## src/rtl/chtu_pkg.sv

```systemverilog
// Package with the shared types, codes and sizes of the chained hash table unit.
`timescale 1ns / 1ps
package chtu_pkg;

    localparam int MAX_BUCKETS  = 256;
    localparam int MAX_ENTRIES  = 1024;
    localparam int BUCKET_W     = $clog2(MAX_BUCKETS);
    localparam int ENTRY_W      = $clog2(MAX_ENTRIES);
    localparam int LINK_W       = ENTRY_W + 1;
    localparam int BCOUNT_W     = 9;
    localparam int HASH_W       = 32;
    localparam int OBJ_W        = 32;
    localparam int CMD_W        = 2;
    localparam int STATUS_W     = 2;
    localparam int BCOUNT_RESET = 16;

    localparam logic [CMD_W-1:0] CMD_INSERT  = 2'd0;
    localparam logic [CMD_W-1:0] CMD_START   = 2'd1;
    localparam logic [CMD_W-1:0] CMD_NEXT    = 2'd2;
    localparam logic [CMD_W-1:0] CMD_INVALID = 2'd3;

    localparam logic [STATUS_W-1:0] ST_OK      = 2'd0;
    localparam logic [STATUS_W-1:0] ST_FULL    = 2'd1;
    localparam logic [STATUS_W-1:0] ST_NONE    = 2'd2;
    localparam logic [STATUS_W-1:0] ST_CORRUPT = 2'd3;

    typedef struct packed {
        logic [CMD_W-1:0]    cmd;
        logic [BUCKET_W-1:0] bucket;
        logic [OBJ_W-1:0]    obj;
        logic [ENTRY_W-1:0]  entry_ref;
    } t_work;

    typedef enum logic [1:0] {
        F_IDLE,
        F_DIV,
        F_PUSH
    } t_front_state;

    typedef enum logic [1:0] {
        B_IDLE,
        B_HEAD,
        B_LINK,
        B_OBJ
    } t_back_state;

endpackage

```

## src/rtl/chtu_fifo.sv

```systemverilog
// Two-entry queue that carries classified work from the front end to the back end.
`timescale 1ns / 1ps
module chtu_fifo (
    input  logic            i_clk,
    input  logic            i_rst_n,
    input  logic            i_wr_valid,
    output logic            o_wr_ready,
    input  chtu_pkg::t_work i_wr_data,
    output logic            o_rd_valid,
    input  logic            i_rd_ready,
    output chtu_pkg::t_work o_rd_data
);
    import chtu_pkg::*;

    t_work      r_slot [2];
    logic       r_wptr, r_rptr;
    logic [1:0] r_count;
    logic       w_push, w_pop;

    assign o_wr_ready = (r_count != 2'd2);
    assign o_rd_valid = (r_count != 2'd0);
    assign w_push     = i_wr_valid && o_wr_ready;
    assign w_pop      = o_rd_valid && i_rd_ready;
    assign o_rd_data  = r_slot[r_rptr];

    always_ff @(posedge i_clk) begin
        if (!i_rst_n) begin
            r_wptr  <= 1'b0;
            r_rptr  <= 1'b0;
            r_count <= 2'd0;
        end else begin
            if (w_push) begin
                r_wptr <= !r_wptr;
            end
            if (w_pop) begin
                r_rptr <= !r_rptr;
            end
            r_count <= r_count + {1'b0, w_push} - {1'b0, w_pop};
        end
    end

    always_ff @(posedge i_clk) begin
        if (w_push) begin
            r_slot[r_wptr] <= i_wr_data;
        end
    end

    a_count_bound: assert property (@(posedge i_clk) disable iff (!i_rst_n)
        r_count <= 2'd2)
        else $error("Queue count out of range.");
endmodule

```

## config.mk

```make
export PLATFORM = sky130hd
export DESIGN_NAME = chtu_fifo
export DESIGN_NICKNAME = d
export VERILOG_FILES = /design/src/rtl/chtu_pkg.sv /design/src/rtl/chtu_fifo.sv
export SDC_FILE = /design/constraint.sdc
export NUM_CORES = 1
export LEC_CHECK = 0
export BUFFER_PORTS_ARGS = -buffer_cell sky130_fd_sc_hd__buf_4
export CAP_MARGIN = 20
export CORE_MARGIN = 2
export CORE_UTILIZATION = 40
export DETAILED_ROUTE_END_ITERATION = 16
export PLACE_DENSITY_LB_ADDON = 0.3
export SLEW_MARGIN = 5
export SYNTH_ARGS = -nofsm -noshare
export SYNTH_HDL_FRONTEND = slang
export SYNTH_SLANG_ARGS = --single-unit
```

## constraint.sdc

```tcl
create_clock -name i_clk -period 2.6 [get_ports i_clk]
set_input_delay 0.65 -clock i_clk [delete_from_list [all_inputs] [get_ports i_clk]]
set_output_delay 0.65 -clock i_clk [all_outputs]
set_load 0.03 [all_outputs]
```

==> metrics.txt <==
# TYPE chip_impl_metric gauge
chip_impl_info{name="result_of_the_run",value="finished clean"} 1
chip_impl_metric{name="final_routed_wirelength",unit="um"} 7020
chip_impl_metric{name="flow.area_growth_from_synthesis",unit="%"} 29.8
chip_impl_metric{name="worst_ep_required_time",unit="ns"} 1.95
chip_impl_metric{name="initial_core_util",unit=""} 0.412
chip_impl_metric{name="dieArea",unit="um^2"} 10900
chip_impl_info{name="min_to",value="r_slot[1][0]"} 1
chip_impl_metric{name="fp.dieW",unit="um"} 105
chip_impl_info{name="ys_top_cells_by_area",value="edfxtp_1 (77%), mux2_1 (14%), dfxtp_1 (2.5%), buf_6 (1.4%), mux2_2 (0.56%)"} 1
chip_impl_metric{name="routed-via-count",unit=""} 2083
chip_impl_metric{name="yosys_warnings",unit=""} 0
chip_impl_metric{name="route.detailed.vias_per_inst",unit=""} 4.64
chip_impl_metric{name="cap_viol_max_count",unit=""} 0
chip_impl_metric{name="fin_nets",unit=""} 368
chip_impl_metric{name="cts-root-to-sink-buffers",unit=""} 2
chip_impl_metric{name="route.detailed.drc",unit=""} 0
chip_impl_info{name="ctsRootBufferMaster",value="clkbuf_8"} 1
chip_impl_metric{name="tritoncts_buffer_count",unit=""} 9
chip_impl_metric{name="antenna_cells_inserted",unit=""} 0
chip_impl_metric{name="design_area_final",unit="um^2"} 5250
chip_impl_metric{name="vdd_drop_max",unit="V"} 0.000438
chip_impl_metric{name="worst-path-max-fanout",unit=""} 52
chip_impl_metric{name="postPlaceCellArea",unit="um^2"} 5020
chip_impl_info{name="worst_r2r_endpoint",value="r_count[1]"} 1
chip_impl_metric{name="worst_margin_pin_slew",unit="ns"} 0.437
chip_impl_metric{name="grt_antenna_before_repair",unit=""} 0
chip_impl_metric{name="firstDrtPassIters",unit=""} 4
chip_impl_metric{name="htree_levels",unit=""} 3
chip_impl_metric{name="fin_crit",unit="ns"} 2.22
chip_impl_info{name="synth_area_leader_cell",value="edfxtp_1"} 1
chip_impl_info{name="reg2reg_from",value="r_count[1]"} 1
chip_impl_metric{name="p_leak",unit="nW"} 1.96
chip_impl_metric{name="global_route.overflow_total",unit=""} 0
chip_impl_metric{name="period_share",unit=""} 0.856
chip_impl_metric{name="grt_pass1_wl",unit="um"} 11100
chip_impl_info{name="setup.worst_path.end_class",value="output pin"} 1
chip_impl_metric{name="layout.filler_cells",unit=""} 814
chip_impl_metric{name="final-setup-viol-count",unit=""} 0
chip_impl_metric{name="setup_tns",unit="ns"} 0
chip_impl_metric{name="global_route.usage.total",unit=""} 0.135
chip_impl_metric{name="holdBufCountCts",unit=""} 0
chip_impl_metric{name="grt_pass1_vias",unit=""} 2233
chip_impl_metric{name="cts.sinks",unit=""} 109
chip_impl_metric{name="syn-instance-count",unit=""} 192
chip_impl_metric{name="cp.arrival",unit="ns"} 1.57
chip_impl_metric{name="r2r_cells",unit=""} 6
chip_impl_metric{name="grt_start_max_net_pins",unit=""} 53
chip_impl_metric{name="number_of_library_cell_types_mapped_by_synthesis",unit=""} 27
chip_impl_metric{name="die_h",unit="um"} 105
chip_impl_metric{name="hold_viol",unit=""} 0
chip_impl_metric{name="post-cts-setup-buffer-count",unit=""} 0
chip_impl_metric{name="skew",unit="ns"} 0.00774
chip_impl_metric{name="number_of_input_and_output_port_buffers_inserted",unit=""} 109
chip_impl_metric{name="cts.repair.resized",unit=""} 0
chip_impl_metric{name="coreArea",unit="um^2"} 9820
chip_impl_metric{name="max_slew_margin",unit=""} 0.708
chip_impl_metric{name="min_path_cells",unit=""} 1
chip_impl_metric{name="synthesis.nets",unit=""} 249
chip_impl_info{name="tritoncts_clock_tree",value="built"} 1
chip_impl_info{name="unrepaired_setup_endpoints_after_global_routing",value="false"} 1
chip_impl_metric{name="cellPowerDensity",unit="nW/um^2"} 889
chip_impl_info{name="hp_start",value="i_wr_data[0]"} 1
chip_impl_metric{name="synth_top_cell_area_share",unit=""} 0.772
chip_impl_metric{name="post_synth_instance_area",unit="um^2"} 4050
chip_impl_metric{name="core.rowCount",unit=""} 36
chip_impl_metric{name="synth.avg_cell_area",unit="um^2"} 21.1
chip_impl_metric{name="drt.antenna.violating_nets",unit=""} 0
chip_impl_metric{name="io_pins",unit=""} 110
chip_impl_metric{name="multiInputGateArea",unit="um^2"} 754
chip_impl_metric{name="maxSlewViolCount",unit=""} 0
chip_impl_metric{name="routedWlPerCell",unit="um"} 15.6
chip_impl_metric{name="gp_congestion",unit=""} 0.707
chip_impl_metric{name="clock_pin_slew_on_the_worst_setup_and_hold_paths",unit="ns"} 0.09
chip_impl_metric{name="max_clock_freq",unit="GHz"} 0.449
chip_impl_metric{name="synth.yosys.seq_area_share",unit=""} 0.797
chip_impl_metric{name="worstSkewPairLatency",unit="ns"} 0.36
chip_impl_metric{name="first_iter_violations",unit=""} 83
chip_impl_metric{name="sequential_cell_area",unit="um^2"} 3220
chip_impl_info{name="worst_hold_path_type",value="in -> reg"} 1
chip_impl_metric{name="post_route_cells_drive_above_1_share",unit=""} 0.430
chip_impl_metric{name="reg2reg_slack",unit="ns"} 0.94
chip_impl_info{name="critPathKind",value="reg -> out"} 1
chip_impl_metric{name="post-dp-hpwl",unit="um"} 4470
chip_impl_info{name="critical_path.startpoint_type",value="flip-flop"} 1
chip_impl_metric{name="postSynthRegisterBits",unit=""} 109
==> where the power goes <==
part	internal [W]	switching, W	leakage (nW)
Clock	0.000636	0.000523	0.115
Sequential	0.00213	0.0000505	1.01
Combinational	0.000527	0.000803	0.834
Total	0.00329	0.00138	1.96
==> sequential cells by signal, summed over array words and instances (netlist names), named ones only <==
signal	cells
r_rptr	1
r_slot	104
r_wptr	1
r_count	2
==> layer usage <==
metal	GRT usage	wire, um	vias up
met4	0.0714	117	0
met3	0.0331	328	7
met1	0.153	2840	1034
met5	0	0	-
li1	-	-	983
met2	0.235	3730	59
==> cell type report <==
type | count | share of cell area
sequential | 109 | 0.614
timing repair buffer | 114 | 0.165
multi-input combinational | 75 | 0.144
tap | 133 | 0.0317
clock buffer | 11 | 0.0250
clock inverter | 5 | 0.0188
inverter | 2 | 0.00143
==> through the flow <==
| step | hold slack, ns | cells | total power (W) | util | worst slack (ns) |
|---|---|---|---|---|---|
| floorplan | 0.472 | 192 | 0.00309 | - | 0.268 |
| global placement | 0.486 | 433 | 0.00355 | 0.511 | 0.746 |
| detailed placement | 0.504 | 433 | 0.00357 | 0.511 | 0.647 |
| CTS | 0.446 | 449 | 0.00473 | 0.535 | 0.336 |
| global route | 0.442 | 449 | 0.00486 | 0.535 | 0.291 |
| finish | 0.466 | 449 | 0.00467 | 0.535 | 0.375 |
==> cells by family after synthesis <==
| group | synth area share |
|---|---|
| adders and majority gates | 0.00309 |
| xor gates and xnor gates | 0.00216 |
| AOI/OAI and AO/OA | 0.0108 |
| buffers and inverters | 0.0170 |
| muxes | 0.145 |
| DFF | 0.797 |
| and+or+nand+nor | 0.0257 |
==> worst max-delay path, stage by stage, from the launching register on <==
cell and delay [ns]:
dfxtp_2 0.35, buf_12 0.28, mux2_1 0.38, buf_4 0.18
==> cell usage after synthesis <==
master    instances
o21ba_1           1
nand3_1           1
dfxtp_1           5
edfxtp_1        104
nor3_2            1
o21ai_0           1
mux2_1           50
nor4bb_2          1
nor4_1            1
a21oi_1           1
and2_1            1
mux2_2            2
nand3b_1          1
nor2b_1           1
or2_2             1
xor2_1            1
o21ai_1           1
and3_4            1
inv_1             2
nand2b_1          1
o31a_1            1
buf_2             1
and3_2            1
nor2_1            4
ha_1              1
a21bo_1           1
buf_6             5
==> placed cells by master, fill, tap and decap left out, drive strengths merged, types with 2 or more instances in the layout <==
| master | synthesis | layout |
|---|---|---|
| and3 | 2 | 2 |
| buf | 6 | 114 |
| bufinv | 0 | 3 |
| clkbuf | 0 | 11 |
| clkinv | 0 | 2 |
| dfxtp | 5 | 5 |
| edfxtp | 104 | 104 |
| inv | 2 | 2 |
| mux2 | 52 | 52 |
| nor2 | 4 | 4 |
| o21ai | 2 | 2 |
==> how the worst max path moves through the flow <==
stage                     from       endpoint  slack [ns]  cells after the start
CTS                  flip-flop  o_rd_data[17]        0.34                      3
floorplan           r_count[0]   r_slot[0][0]        0.27                      3
finish               flip-flop  o_rd_data[41]        0.38                      3
detailed placement  i_rd_ready     r_count[1]        0.65                      7
global placement    i_rd_ready     r_count[1]        0.75                      7
global route         flip-flop  o_rd_data[41]        0.29                      3
(Power assumes the default switching activity.)
