File: config.mk
export PLATFORM = sky130hd
export DESIGN_NAME = chtu_front
export DESIGN_NICKNAME = d
export VERILOG_FILES = /design/src/rtl/chtu_pkg.sv /design/src/rtl/chtu_front.sv
export SDC_FILE = /design/constraint.sdc
export NUM_CORES = 1
export LEC_CHECK = 0
export BUFFER_PORTS_ARGS = -buffer_cell sky130_fd_sc_hd__buf_2
export CAP_MARGIN = 20
export CORE_MARGIN = 8
export CORE_UTILIZATION = 50
export DETAILED_ROUTE_END_ITERATION = 8
export PLACE_DENSITY = 0.79
export SYNTH_ARGS = -nofsm -noshare
export SYNTH_HDL_FRONTEND = slang
export SYNTH_SLANG_ARGS = --single-unit
export TNS_END_PERCENT = 20
File: constraint.sdc
create_clock -name i_clk -period 3.15 [get_ports i_clk]
set_input_delay 0 -clock i_clk [delete_from_list [all_inputs] [get_ports i_clk]]
set_output_delay 0 -clock i_clk [all_outputs]
set_load 0.03 [all_outputs]
File: src/rtl/chtu_pkg.sv
// Package with the shared types, codes and sizes of the chained hash table unit.
`timescale 1ns / 1ps
package chtu_pkg;

    localparam int MAX_BUCKETS  = 256;
    localparam int MAX_ENTRIES  = 1024;
    localparam int BUCKET_W     = $clog2(MAX_BUCKETS);
    localparam int ENTRY_W      = $clog2(MAX_ENTRIES);
    localparam int LINK_W       = ENTRY_W + 1;
    localparam int BCOUNT_W     = 9;
    localparam int HASH_W       = 32;
    localparam int OBJ_W        = 32;
    localparam int CMD_W        = 2;
    localparam int STATUS_W     = 2;
    localparam int BCOUNT_RESET = 16;

    localparam logic [CMD_W-1:0] CMD_INSERT  = 2'd0;
    localparam logic [CMD_W-1:0] CMD_START   = 2'd1;
    localparam logic [CMD_W-1:0] CMD_NEXT    = 2'd2;
    localparam logic [CMD_W-1:0] CMD_INVALID = 2'd3;

    localparam logic [STATUS_W-1:0] ST_OK      = 2'd0;
    localparam logic [STATUS_W-1:0] ST_FULL    = 2'd1;
    localparam logic [STATUS_W-1:0] ST_NONE    = 2'd2;
    localparam logic [STATUS_W-1:0] ST_CORRUPT = 2'd3;

    typedef struct packed {
        logic [CMD_W-1:0]    cmd;
        logic [BUCKET_W-1:0] bucket;
        logic [OBJ_W-1:0]    obj;
        logic [ENTRY_W-1:0]  entry_ref;
    } t_work;

    typedef enum logic [1:0] {
        F_IDLE,
        F_DIV,
        F_PUSH
    } t_front_state;

    typedef enum logic [1:0] {
        B_IDLE,
        B_HEAD,
        B_LINK,
        B_OBJ
    } t_back_state;

endpackage

File: src/rtl/chtu_front.sv
// Front end: accepts command beats and, for insert and chain start, reduces the hash to a bucket one bit per cycle.
`timescale 1ns / 1ps
module chtu_front (
    input  logic                             i_clk,
    input  logic                             i_rst_n,
    input  logic                             i_in_valid,
    output logic                             o_in_ready,
    input  logic [chtu_pkg::CMD_W-1:0]       i_cmd,
    input  logic [chtu_pkg::HASH_W-1:0]      i_hash_value,
    input  logic [chtu_pkg::OBJ_W-1:0]       i_object_index,
    input  logic [chtu_pkg::ENTRY_W-1:0]     i_entry_ref,
    input  logic [chtu_pkg::BCOUNT_W-1:0]    i_bucket_count,
    output logic                             o_work_valid,
    input  logic                             i_work_ready,
    output chtu_pkg::t_work                  o_work
);
    import chtu_pkg::*;

    localparam int CNT_W = $clog2(HASH_W);

    t_front_state         r_state, n_state;
    logic [CMD_W-1:0]     r_cmd;
    logic [HASH_W-1:0]    r_hash, n_hash;
    logic [OBJ_W-1:0]     r_obj;
    logic [ENTRY_W-1:0]   r_ref;
    logic [BCOUNT_W-1:0]  r_div, w_div;
    logic [BCOUNT_W-1:0]  r_rem, n_rem;
    logic [CNT_W-1:0]     r_cnt, n_cnt;
    logic [BCOUNT_W:0]    w_trial;
    logic                 w_accept;
    logic                 w_needs_div;

    assign w_accept    = i_in_valid && o_in_ready;
    assign w_needs_div = (i_cmd == CMD_INSERT) || (i_cmd == CMD_START);

    always_comb begin
        if (i_bucket_count == '0) begin
            w_div = BCOUNT_W'(1);
        end else if (i_bucket_count > BCOUNT_W'(MAX_BUCKETS)) begin
            w_div = BCOUNT_W'(MAX_BUCKETS);
        end else begin
            w_div = i_bucket_count;
        end
    end

    assign w_trial = {r_rem, r_hash[HASH_W-1]};

    always_comb begin
        n_state = r_state;
        unique case (r_state)
            F_IDLE: begin
                if (w_accept) begin
                    n_state = w_needs_div ? F_DIV : F_PUSH;
                end
            end
            F_DIV: begin
                if (r_cnt == CNT_W'(HASH_W - 1)) begin
                    n_state = F_PUSH;
                end
            end
            F_PUSH: begin
                if (i_work_ready) begin
                    n_state = F_IDLE;
                end
            end
            default: n_state = F_IDLE;
        endcase
    end

    always_comb begin
        o_in_ready   = (r_state == F_IDLE);
        o_work_valid = (r_state == F_PUSH);
        n_rem        = r_rem;
        n_hash       = r_hash;
        n_cnt        = r_cnt;
        if (r_state == F_IDLE) begin
            n_rem  = '0;
            n_cnt  = '0;
            n_hash = i_hash_value;
        end else if (r_state == F_DIV) begin
            n_hash = {r_hash[HASH_W-2:0], 1'b0};
            n_cnt  = r_cnt + CNT_W'(1);
            if (w_trial >= {1'b0, r_div}) begin
                n_rem = BCOUNT_W'(w_trial - {1'b0, r_div});
            end else begin
                n_rem = BCOUNT_W'(w_trial);
            end
        end
    end

    always_ff @(posedge i_clk) begin
        if (!i_rst_n) begin
            r_state <= F_IDLE;
        end else begin
            r_state <= n_state;
        end
    end

    always_ff @(posedge i_clk) begin
        r_rem  <= n_rem;
        r_hash <= n_hash;
        r_cnt  <= n_cnt;
        if (w_accept) begin
            r_cmd <= i_cmd;
            r_obj <= i_object_index;
            r_ref <= i_entry_ref;
            r_div <= w_div;
        end
    end

    assign o_work.cmd       = r_cmd;
    assign o_work.bucket    = r_rem[BUCKET_W-1:0];
    assign o_work.obj       = r_obj;
    assign o_work.entry_ref = r_ref;

    a_rem_below_div: assert property (@(posedge i_clk) disable iff (!i_rst_n)
        (r_state == F_DIV) |-> (r_rem < r_div))
        else $error("Remainder reached the divisor.");
endmodule

==> impl_metrics.csv <==
group,metric,value,unit
outcome,status,"finished clean",
hold_path,min_path_type,"input pin to register",
power,p_leak,2.575,nW
synth,synth-edff-count,85,
timing,tns,0,ps
clock_tree,h-tree-depth,3,
die,coreArea,8258,um2
timing,slew_headroom,50.23,%
placement,gp_congestion,0.8563,
hold_path,holdPathStages,3,
timing,period_share,79.81,%
timing,min_period,2514,ps
clock_tree,clkSinkCount,101,
die,fp.dieW,108.4,um
detailed_routing,post_drt_wl_per_cell,19.20,um
final_layout,areaGrowthSynthToFinish,43.59,%
detailed_routing,ant_nets,0,
final_layout,final_cell_area,6133,um2
setup_path,worstSetupStartpointType,"register",
power,ir_worst_vdd,0.0004462,V
setup_path,arrival,2750,ps
synth,synth-seq-cells,101,
synth,async_flop_share,0,%
synth,syn-cell-area,4272,um2
die,start_util,51.73,%
die,die_h,108.4,um
placement,io_buffers,142,
synth,syn_area_per_cell,14.68,um2
die,dieArea,11760,um2
hold_path,worstHoldEndpoint,"r_div[8]$_SDFFCE_PN0P_",
die,rows,33,
global_route,grt_pass1_vias,3543,
global_route,grt_max_degree,36,
setup_path,reg2reg_slack,640,ps
setup_path,worstReg2RegEnd,"r_rem[4]$_SDFFE_PP0P_",
global_route,grt_usage,20.95,%
clock_tree,clk_latency,360,ps
clock_tree,clk_path_buf_depth,2,
clock_tree,cts-root-buf,"clkbuf_8",
synth,postSynthCellCount,291,
setup_path,cp.required,3380,ps
setup_path,reg2reg_depth,9,
placement,place_inst,526,
synth,synthesis.nets,394,
final_layout,layout.nets,622,
power,power_density,498.0,nW/um2
placement,dpl.hpwl,7419,um
timing,report.final.hold_viol_count,0,
timing,clock.fmax,397.8,MHz
global_route,grt-ovfl-total,0,
setup_path,path_class,"register to register",
timing,slew_violations,0,
die,num_io_pins,143,
global_route,antenna_found_initial,0,
final_layout,finalNonFillerCells,629,
clock_tree,path_clk_slew,90,ps
timing,rsz0062_at_grt,"false",
synth,ys_warn_count,0,
clock_tree,cts_inserted_buffers,9,
global_route,grt_pass1_wl,18690,um
synth,seq_area_frac_synth,67.25,%
setup_path,timing.rr.start,"r_hash[31]$_DFFE_PP_",
detailed_routing,num_vias,3255,
detailed_routing,detail_route.first_pass.iterations,4,
timing,setup_viol,0,
detailed_routing,drc,0,
synth,synth_cell_type_count,46,
final_layout,fillers,470,
clock_tree,cts_tree,"built",
timing,finClkSkew,14.78,ps
setup_path,crit_fanout,10,
detailed_routing,routed_wl,12070,um
power,total_power,3.055,mW
hold_path,worstHoldStart,"i_bucket_count[8]",
timing,tightest_slew,743.8,ps
clock_tree,cts_resized,0,
flow_run,drv_cap,0,
synth,synth_ff_type,"edfxtp_1",
final_layout,antenna_cells,0,
placement,placed_area,5046,um2
final_layout,layout-drive-gt1-share,37.98,%
setup_path,end_kind,"register",
detailed_routing,via_per_inst,5.175,
detailed_routing,drtIter0Drc,223,
[metal layers]
metal,share of wire (%),vias up,track usage (%)
met5,0,-,0
met3,11,20,9.459
met1,37,1543,22.12
li1,-,1532,-
met2,51,160,36.22
met4,1.9,0,7.429
[worst max path at each step]
stage | startpoint | to | slack, ps | cells after the start
after CTS | r_hash[31]$_DFFE_PP_ | r_rem[5]$_SDFFE_PP0P_ | 680 | 9
after floorplan | r_state[0]$_SDFFE_PN0P_ | r_cmd[0]$_DFFE_PP_ | 310 | 4
after detailed placement | r_hash[31]$_DFFE_PP_ | r_rem[4]$_SDFFE_PP0P_ | 730 | 9
after global routing | r_hash[31]$_DFFE_PP_ | r_rem[6]$_SDFFE_PP0P_ | 500 | 9
final | r_hash[31]$_DFFE_PP_ | r_rem[4]$_SDFFE_PP0P_ | 640 | 9
after global placement | r_hash[31]$_DFFE_PP_ | r_rem[6]$_SDFFE_PP0P_ | 810 | 9
[Yosys cell counts, drive strengths merged (2+ instances only)]
master	number	share of area, %
and3	3	0.44
xnor2	3	0.62
o311ai	5	1.0
o21ai	10	1.3
o31ai	2	0.67
nor2	10	0.88
clkbuf	4	0.35
a21o	3	0.53
nor3	4	0.47
nor4	3	0.44
and2	10	1.5
o211ai	9	1.6
inv	17	1.5
nor2b	2	0.29
dfxtp	16	7.5
mux2	31	8.2
buf	12	2.0
nand3	3	0.47
a211oi	2	0.35
a2111oi	2	0.44
ha	13	3.8
xor2	2	0.41
nand2	20	1.8
edfxtp	85	60
a21oi	7	1.2
[through the flow]
stage                     hold WS (ps)  setup slack (ps)  utilization, %
after detailed placement         178.1             730.6           61.11
after global routing             37.86             505.0           74.27
after floorplan                  98.87             306.6               -
after CTS                        4.945             677.8           74.27
after global placement           176.7             813.4           61.11
final                            21.94             636.1           74.27
[registers in the layout, summed over array words and instances, names as in the netlist]
signal,count
r_cnt,5
r_div,9
r_cmd,2
r_rem,9
r_hash,32
r_state,2
r_ref,10
r_obj,32
[repair_timing]
action / 4_1_cts / 5_1_grt
setup buffers: 0 / 0
hold endpoints to repair: 86 / 0
setup endpoints to repair: 0 / 0
hold buffers: 87 / 0
[power by group]
part	leakage [nW]	switching, mW	total [mW]	internal (mW)
Sequential	0.973	0.0472	1.64	1.59
Combinational	1.50	0.274	0.506	0.232
Clock	0.105	0.458	0.912	0.455
[critical path, stage by stage, from the launching register on]
cell and delay (ps):
edfxtp_1 410, inv_1 80, ha_1 180, inv_1 60, fa_1 410, a211oi_1 380, o21ai_2 150, a21oi_4 290
or2_1 290, o311ai_1 140
[cells by family (layout without fill, tap and decap cells)]
group	after synthesis	in the layout	synth area share, %
xor gates and xnor gates	5	5	1.025
adders and majority gates	14	14	4.277
DFF	101	101	67.25
AOI/OAI and AO/OA	47	47	8.377
and+or+nand+nor	59	59	6.796
muxes	32	32	8.406
buffers and inverters	33	266	3.866
[cell usage in the layout, fill, tap and decap left out, types with 2 or more instances in the layout]
cell	count
nand2_1	20
xor2_1	2
clkbuf_8	9
bufinv_16	2
buf_2	142
o311ai_1	5
dlygate4sd3_1	87
o21ai_0	9
nand3_1	2
a211oi_1	2
inv_6	2
nor2_1	9
nor3_1	4
nor4_1	3
clkbuf_1	2
dfxtp_1	16
xnor2_1	3
a21o_1	3
nor2b_1	2
inv_1	17
and3_1	3
ha_1	13
and2_1	9
mux2_2	31
o211ai_1	9
edfxtp_1	85
buf_4	4
a21oi_1	5
[layout make-up]
cell class              instances  area (um2)  share of cell area [%]
repair buffers                233        1612                   26.28
inverters                      17       63.81                   1.040
clock inverters                 5       85.08                   1.387
multi-input cells             157        1237                   20.18
well taps                     105       131.4                   2.142
clock buffers                  11       131.4                   2.142
flip-flops and latches        101        2873                   46.84
(Power assumes the default switching activity.)
